<file path="config.mk">
export PLATFORM = sky130hd
export DESIGN_NAME = ptfu_key_scan
export DESIGN_NICKNAME = d
export VERILOG_FILES = /design/src/rtl/ptfu_pkg.sv /design/src/rtl/ptfu_key_scan.sv
export SDC_FILE = /design/constraint.sdc
export NUM_CORES = 2
export LEC_CHECK = 0
export BUFFER_PORTS_ARGS = -buffer_cell sky130_fd_sc_hd__buf_2
export CAP_MARGIN = 30
export CELL_PAD_IN_SITES_DETAIL_PLACEMENT = 1
export CELL_PAD_IN_SITES_GLOBAL_PLACEMENT = 1
export CORE_AREA = 2 2 378 380
export CTS_BUF_LIST = sky130_fd_sc_hd__clkbuf_4 sky130_fd_sc_hd__clkbuf_8 sky130_fd_sc_hd__clkbuf_16
export CTS_CLUSTER_SIZE = 25
export DETAILED_ROUTE_END_ITERATION = 7
export DIE_AREA = 0 0 380 382
export GPL_TIMING_DRIVEN = 0
export PLACE_DENSITY = 0.77
export SETUP_SLACK_MARGIN = 0.3
export SYNTH_ARGS = -nofsm -noshare
export SYNTH_HDL_FRONTEND = slang
export SYNTH_SLANG_ARGS = --single-unit
</file>
<file path="constraint.sdc">
create_clock -name clk -period 5.25 [get_ports clk]
set_input_delay 0.525 -clock clk [delete_from_list [all_inputs] [get_ports clk]]
set_output_delay 0.525 -clock clk [all_outputs]
set_load 0.01 [all_outputs]
</file>
<file path="src/rtl/ptfu_pkg.sv">
// ============================================================================
// ptfu_pkg: shared definitions of the position table
// Status codes, register address, table entry layout and the status record
// passed from the key scanner to the sequencer.
// ============================================================================
`default_nettype none

package ptfu_pkg;

    localparam int CONTRACTS_DEF = 64;

    localparam int PADDR_W = 3;
    localparam logic [PADDR_W-1:0] ADDR_OWNER = 3'd0;

    localparam logic [2:0] ST_OK       = 3'd0;
    localparam logic [2:0] ST_MISMATCH = 3'd1;
    localparam logic [2:0] ST_OVERFLOW = 3'd2;
    localparam logic [2:0] ST_FULL     = 3'd3;
    localparam logic [2:0] ST_NOTFOUND = 3'd4;

    typedef struct packed {
        logic [63:0] net;
        logic        stamped;
        logic [63:0] stamp_time;
        logic [63:0] stamp_seq;
    } ptfu_entry_t;

    typedef struct packed {
        logic done;
        logic hit;
    } ptfu_scan_t;

endpackage

`default_nettype wire

</file>
<file path="src/rtl/ptfu_key_scan.sv">
// ============================================================================
// ptfu_key_scan: contract key memory and sequential search
// Holds the contract key of every used entry and compares one stored key per
// cycle against the key of the current item until a match or the fill count.
// ============================================================================
`default_nettype none

module ptfu_key_scan #(
    parameter int CONTRACTS = ptfu_pkg::CONTRACTS_DEF
) (
    input  wire                                            clk,
    input  wire                                            rst_n,
    input  wire                                            start,
    input  wire  [31:0]                                    key,
    input  wire  [$clog2(CONTRACTS+1)-1:0]                 count,
    input  wire                                            wr_en,
    input  wire  [((CONTRACTS > 1) ? $clog2(CONTRACTS) : 1)-1:0] wr_addr,
    input  wire  [31:0]                                    wr_key,
    output ptfu_pkg::ptfu_scan_t                           result,
    output logic [((CONTRACTS > 1) ? $clog2(CONTRACTS) : 1)-1:0] hit_idx
);
    import ptfu_pkg::*;

    localparam int IW = (CONTRACTS > 1) ? $clog2(CONTRACTS) : 1;
    localparam int CW = $clog2(CONTRACTS + 1);

    logic [31:0]   key_mem [CONTRACTS];
    logic [31:0]   rd_key_reg;
    logic          busy_reg;
    logic [CW-1:0] addr_reg;
    logic          pend_reg;
    logic [IW-1:0] pend_idx_reg;
    logic          more;
    logic          match;
    logic          done;
    logic          rd_en;

    assign more  = addr_reg < count;
    assign match = pend_reg && (rd_key_reg == key);
    assign done  = busy_reg && (match || (!pend_reg && !more));
    assign rd_en = busy_reg && !done && more;

    assign result.done = done;
    assign result.hit  = match;
    assign hit_idx     = pend_idx_reg;

    always_ff @(posedge clk or negedge rst_n)
    begin
        if (!rst_n)
        begin
            busy_reg <= 1'b0;
            addr_reg <= '0;
            pend_reg <= 1'b0;
        end
        else if (start)
        begin
            busy_reg <= 1'b1;
            addr_reg <= '0;
            pend_reg <= 1'b0;
        end
        else if (busy_reg)
        begin
            if (done)
            begin
                busy_reg <= 1'b0;
                pend_reg <= 1'b0;
            end
            else
            begin
                pend_reg <= more;
                if (more)
                begin
                    addr_reg <= addr_reg + CW'(1);
                end
            end
        end
    end

    always_ff @(posedge clk)
    begin
        if (wr_en)
        begin
            key_mem[wr_addr] <= wr_key;
        end
        if (rd_en)
        begin
            rd_key_reg   <= key_mem[addr_reg[IW-1:0]];
            pend_idx_reg <= addr_reg[IW-1:0];
        end
    end

endmodule

`default_nettype wire

</file>
Word-level counts from Yosys, hierarchy flattened
Memory sizes are Yosys's and may differ from the RTL's. A register that Yosys moved wholly into a read port is not among the register bits.
Cells that the tools add are included.
W data, S select, Z words.
{ "word_totals": {"regBits": 15, "mem_bits_rw": 2048, "in_bits": 81, "out_inout_bits": 8, "wordCells": 33, "n_memories": 1} }
{ "op_classes": {"add_sub_neg": 1, "n_lt_le_gt_ge": 1, "n_eq_ne": 2, "n_mux": 12, "n_reduce_logical": 12} }
{ "mem_list": {"columns": ["memory", "words", "width", "rd", "rd_clocked_by_memory_dff", "wr", "line", "text"], "rows": [
  ["key_mem", 64, 32, 1, 1, 1, "ptfu_key_scan.sv:27", "logic [31:0] key_mem [CONTRACTS];"]
]} }
{ "op_table": {"columns": ["op", "count"], "rows": [
  ["$eq A32 B32 Y1", 1],
  ["$mux W7", 4],
  ["$mux W1", 8],
  ["$add A7 B1 Y7 const B", 1],
  ["$lt A7 B7 Y1", 1],
  ["$logic_and A1 B1 Y1", 5],
  ["$reduce_bool A2 Y1", 2],
  ["$logic_not A1 Y1", 3],
  ["$reduce_and A3 Y1", 1],
  ["$ne A2 B2 Y1 const B", 1],
  ["$logic_or A1 B1 Y1", 1]
]} }

Depth between registers and ports, before layout
{ "logic_depth": {"depth_word": 8, "mapped_depth": 8, "depth_no_buf": 7} }

Worst setup path before layout
No wires, ideal clock.
{ "synth_path": {"kind": "input to register", "start": "input count[4]", "end": "register addr_reg[0]", "setup_ns": 0.126, "t_arrival_ns": 4.829, "required_ns": 5.124, "slack_ns": 0.296, "cell_stages": 6, "n_path_buf": 0, "cell_sequence": "inv_1 ha_1 a2111oi_0 a21oi_1 nor3_1 mux2_2"} }
{ "synth_between": {"elab_chain_len": 7, "elab_cells_between_ends": 8, "classes_between": "1 x order compare; 1 x eq/ne; 6 x reduce/logical"} }
{ "synth_rtl": {"columns": ["item", "line", "text"], "rows": [
  ["from (decl)", "ptfu_key_scan.sv:15", "input wire [$clog2(CONTRACTS+1)-1:0] count,"],
  ["$lt A7 B7 Y1 (*)", "ptfu_key_scan.sv:38", "assign more = addr_reg < count;"],
  ["$logic_not A1 Y1", "ptfu_key_scan.sv:40", "assign done = busy_reg && (match || (!pend_reg && !more));"],
  ["$logic_and A1 B1 Y1", "ptfu_key_scan.sv:40", null],
  ["$logic_or A1 B1 Y1", "ptfu_key_scan.sv:40", null],
  ["$logic_and A1 B1 Y1", "ptfu_key_scan.sv:40", null],
  ["$ne A2 B2 Y1 (no source line)", null, null],
  ["$reduce_and A3 Y1 (no source line) (*)", null, null],
  ["to (signal assigned)", "ptfu_key_scan.sv:73", "addr_reg <= addr_reg + CW'(1);"],
  ["to (decl)", "ptfu_key_scan.sv:30", "logic [CW-1:0] addr_reg;"]
]} }
Mark *: on every way between the ends. The rest lies on a longest branch, timed or not.
A chain may end at the register's enable or synchronous reset.

Final worst setup path
{ "layout_path": {"start": "register addr_reg[1]", "end": "register rd_key_reg[17], read port of key_mem (data pin)"} }
{ "layout_between": {"elab_chain_len": 8} }
{ "layout_rtl": {"columns": ["item", "line", "text"], "rows": [
  ["$lt A7 B7 Y1", "ptfu_key_scan.sv:38", null],
  ["$logic_not A1 Y1", "ptfu_key_scan.sv:40", null],
  ["$logic_and A1 B1 Y1", "ptfu_key_scan.sv:40", null],
  ["$logic_or A1 B1 Y1", "ptfu_key_scan.sv:40", null],
  ["$logic_and A1 B1 Y1", "ptfu_key_scan.sv:40", null],
  ["$logic_not A1 Y1", "ptfu_key_scan.sv:41", "assign rd_en = busy_reg && !done && more;"],
  ["$logic_and A1 B1 Y1 (2 in a row)", "ptfu_key_scan.sv:41", null],
  ["to (decl)", "ptfu_key_scan.sv:28", "logic [31:0] rd_key_reg;"]
]} }
Several ways; a longest one is shown, not always the timed one.

==> flow_summary_export.csv <==
group,metric,value,unit
outcome,outcome,"complete, no violations",
die,io_pins,89,
global_routing,grt_pass1_vias,40152,
hold_path,hold_depth,1,
placement,dp_hpwl,148000,µm
critical_path,start_kind,"flop",
logic_synthesis,async_flop_share,0.430,%
sta,slew_headroom,2.65,%
sta,fin_crit,5.09,ns
critical_path,crit_chain,"buf_2, clkbuf_1, clkbuf_1, mux4_2, mux4_2, a22oi_1, nand2_1",
cells_and_area,num-nets-final,3711,
critical_path,worstReg2RegStart,"addr_reg[1]",
die,die_y,382,µm
clock_tree,ctsLongestPathBuffers,3,
cells_and_area,largest_reg_flops,2048,
critical_path,ff2ff_setup_slack,0.16,ns
sta,holdWs,0.0985,ns
critical_path,cp_data_arrival_time,5.59,ns
logic_synthesis,mappedNetlistArea,0.0799,mm²
logic_synthesis,yosysSeqAreaShare,78.7,%
cells_and_area,nFillCells,10862,
logic_synthesis,mappedNetlistNets,3296,
logic_synthesis,synth.top_cell.area_share,78.4,%
detailed_routing,drt_iter0_markers,5920,
clock_tree,h-tree-depth,4,
global_routing,grt_pass1_wl,311000,µm
sta,setup_violations,0,
detailed_routing,drt_pass1_iterations,6,
global_routing,grt_max_degree,65,
hold_path,hp-class,"in -> reg",
critical_path,reg2regPathDepth,7,
critical_path,cp-end-kind,"flop",
sta,clock_skew,0.0314,ns
critical_path,critPathRequiredTime,5.75,ns
sta,fin_crit_sh,97.0,%
critical_path,slowest_delay,1.11,ns
logic_synthesis,synth_area_leaders,"edfxtp_1, mux4_2, a22oi_1",
cells_and_area,multi_input_area,0.0167,mm²
sta,maxSlewViolCount,0,
hold_path,hold_end,"key_mem[53][0]",
logic_synthesis,syn_inst,3208,
clock_tree,cts.reportedPaths.clkPinSlew,0.06,ns
clock_tree,insertion_delay,0.82,ns
global_routing,grt.total_usage,31.1,%
sta,rsz0062_at_grt,"false",
logic_synthesis,synth_ff_type,"edfxtp_1",
die,start_util,56.7,%
logic_synthesis,synth_most_common_cell,"edfxtp_1",
die,rows,138,
critical_path,regToRegEndpoint,"rd_key_reg[17]",
detailed_routing,routedWlPerCell,39.0,µm
power,ir_worst_vdd,0.358,mV
die,core-area,0.141,mm²
detailed_routing,via_per_inst,6.73,
cells_and_area,seqCellArea,0.0629,mm²
sta,hold_viol,0,
detailed_routing,num_vias,38273,
global_routing,overflow,0,
power,power_density,390,mW/mm²
detailed_routing,drcViolationCount,0,
detailed_routing,drt_wl_total,221000,µm
global_routing,antenna_found_initial,22,
logic_synthesis,ys_ff_latch,2095,
clock_tree,cts_root_buffer,"clkbuf_16",
die,die_x,380,µm
job,max_cap_viol_count,0,
power,total_power,0.0360,W
detailed_routing,detail-route-antenna-nets,0,
critical_path,crit_type,"reg -> reg",
logic_synthesis,synth_common_cells,"edfxtp_1, mux4_2, clkbuf_1",
clock_tree,cts_inserted_buffers,202,
critical_path,cp_top_family,"buffers and inverters",
hold_path,hold_start,"wr_key[0]",
placement,gp_congestion,0.970,
logic_synthesis,avgSynthCellArea,24.9,µm²
sta,worstMarginPinSlew,1.46,ns
die,dieArea,0.145,mm²
cells_and_area,area_growth,15.5,%
cells_and_area,layout-drive-gt1-share,34.5,%
placement,port_buffers,83,
logic_synthesis,ys_types,40,
critical_path,crit_slowest_cell,"a22oi_1",
logic_synthesis,yosysTopAreaCell,"edfxtp_1",
logic_synthesis,synth_edf_count,2086,
logic_synthesis,yosys_warnings,0,
power,leakage,28.4,nW
clock_tree,cts.sinks,2095,
critical_path,crit_fanout,10,
critical_path,path_buf_inv,3,
sta,fmax,0.196,GHz
clock_tree,cts_tree,"done",
==> worst max path at each step <==
stage           startpoint              end  slack [ns]  depth (start not counted)
2_1_floorplan     count[4]      addr_reg[0]        1.56                          6
3_3_place_gp         wr_en  key_mem[48][18]       -0.70                          4
3_5_place_dp   addr_reg[1]   rd_key_reg[17]        0.42                          7
4_1_cts        addr_reg[1]   rd_key_reg[15]        0.32                          7
5_1_grt        addr_reg[1]    rd_key_reg[8]        0.31                          7
6_report       addr_reg[1]   rd_key_reg[17]        0.16                          7
==> metal layers <==
| metal | up-vias | track usage, % | routed length [µm] |
|---|---|---|---|
| met1 | 20654 | 41.5 | 79400 |
| met4 | 20 | 10.6 | 7840 |
| met3 | 393 | 8.62 | 24600 |
| li1 | 14810 | - | - |
| met5 | - | 2.48 | 871 |
| met2 | 2396 | 49.8 | 109000 |
==> placed cells by master, fill, tap and decap left out, types with 8 or more instances in the layout <==
master	count
a22oi_1	63
buf_1	26
buf_12	58
buf_16	38
buf_2	117
buf_4	20
buf_6	17
buf_8	19
bufinv_16	13
clkbuf_1	84
clkbuf_16	208
clkbuf_4	54
clkinv_1	44
clkinv_2	32
dfrtp_1	9
edfxtp_1	2086
inv_1	8
mux4_2	640
nand2_1	42
nand3_1	10
nor2_1	10
nor2_4	62
nor2b_1	9
nor4_1	12
xor2_1	29
==> per-stage QoR <==
| stage | setup slack (ns) | area [µm²] | std cells | utilization [%] | TNS (ns) |
|---|---|---|---|---|---|
| after CTS | 0.317 | 92000 | 5656 | 65.3 | 0 |
| final | 0.156 | 92300 | 5683 | 65.5 | 0 |
| after global placement | -0.702 | 82700 | 5181 | 58.7 | -44.00 |
| after global routing | 0.307 | 92300 | 5680 | 65.5 | 0 |
| after floorplan | 1.56 | 79900 | 3208 | - | 0 |
| after detailed placement | 0.422 | 85500 | 5288 | 60.7 | 0 |
==> layout make-up <==
| cell class | count | share of cell area [%] |
|---|---|---|
| antenna | 7 | 0.0190 |
| buffer | 170 | 0.875 |
| clock buffer | 265 | 6.12 |
| clock inverter | 102 | 0.901 |
| inverter | 8 | 0.0325 |
| multi-input combinational | 935 | 18.1 |
| sequential | 2095 | 68.1 |
| tap | 1890 | 2.56 |
| timing repair buffer | 211 | 3.30 |
==> timing repair <==
item	CTS	global route
setup endpoints to repair	0	1
hold buffers	1	0
buffers inserted	0	0
gates resized for setup	0	1
hold endpoints to repair	9	0
==> cells by family after synthesis <==
| logic type | synth area share, % |
|---|---|
| flops | 78.7 |
| mux | 18.1 |
| buf+inv | 1.05 |
| simple gates | 1.01 |
| compound gates | 0.728 |
| xor+xnor | 0.351 |
| fa+ha+maj | 0.110 |
==> power by group <==
part	total (W)	internal, W	switching, W	leakage, nW
Combinational	0.00302	0.00128	0.00174	6.20
Sequential	0.0187	0.0186	0.000114	18.9
Clock	0.0143	0.00818	0.00610	3.25
Power figures use the tool's default switching activity.
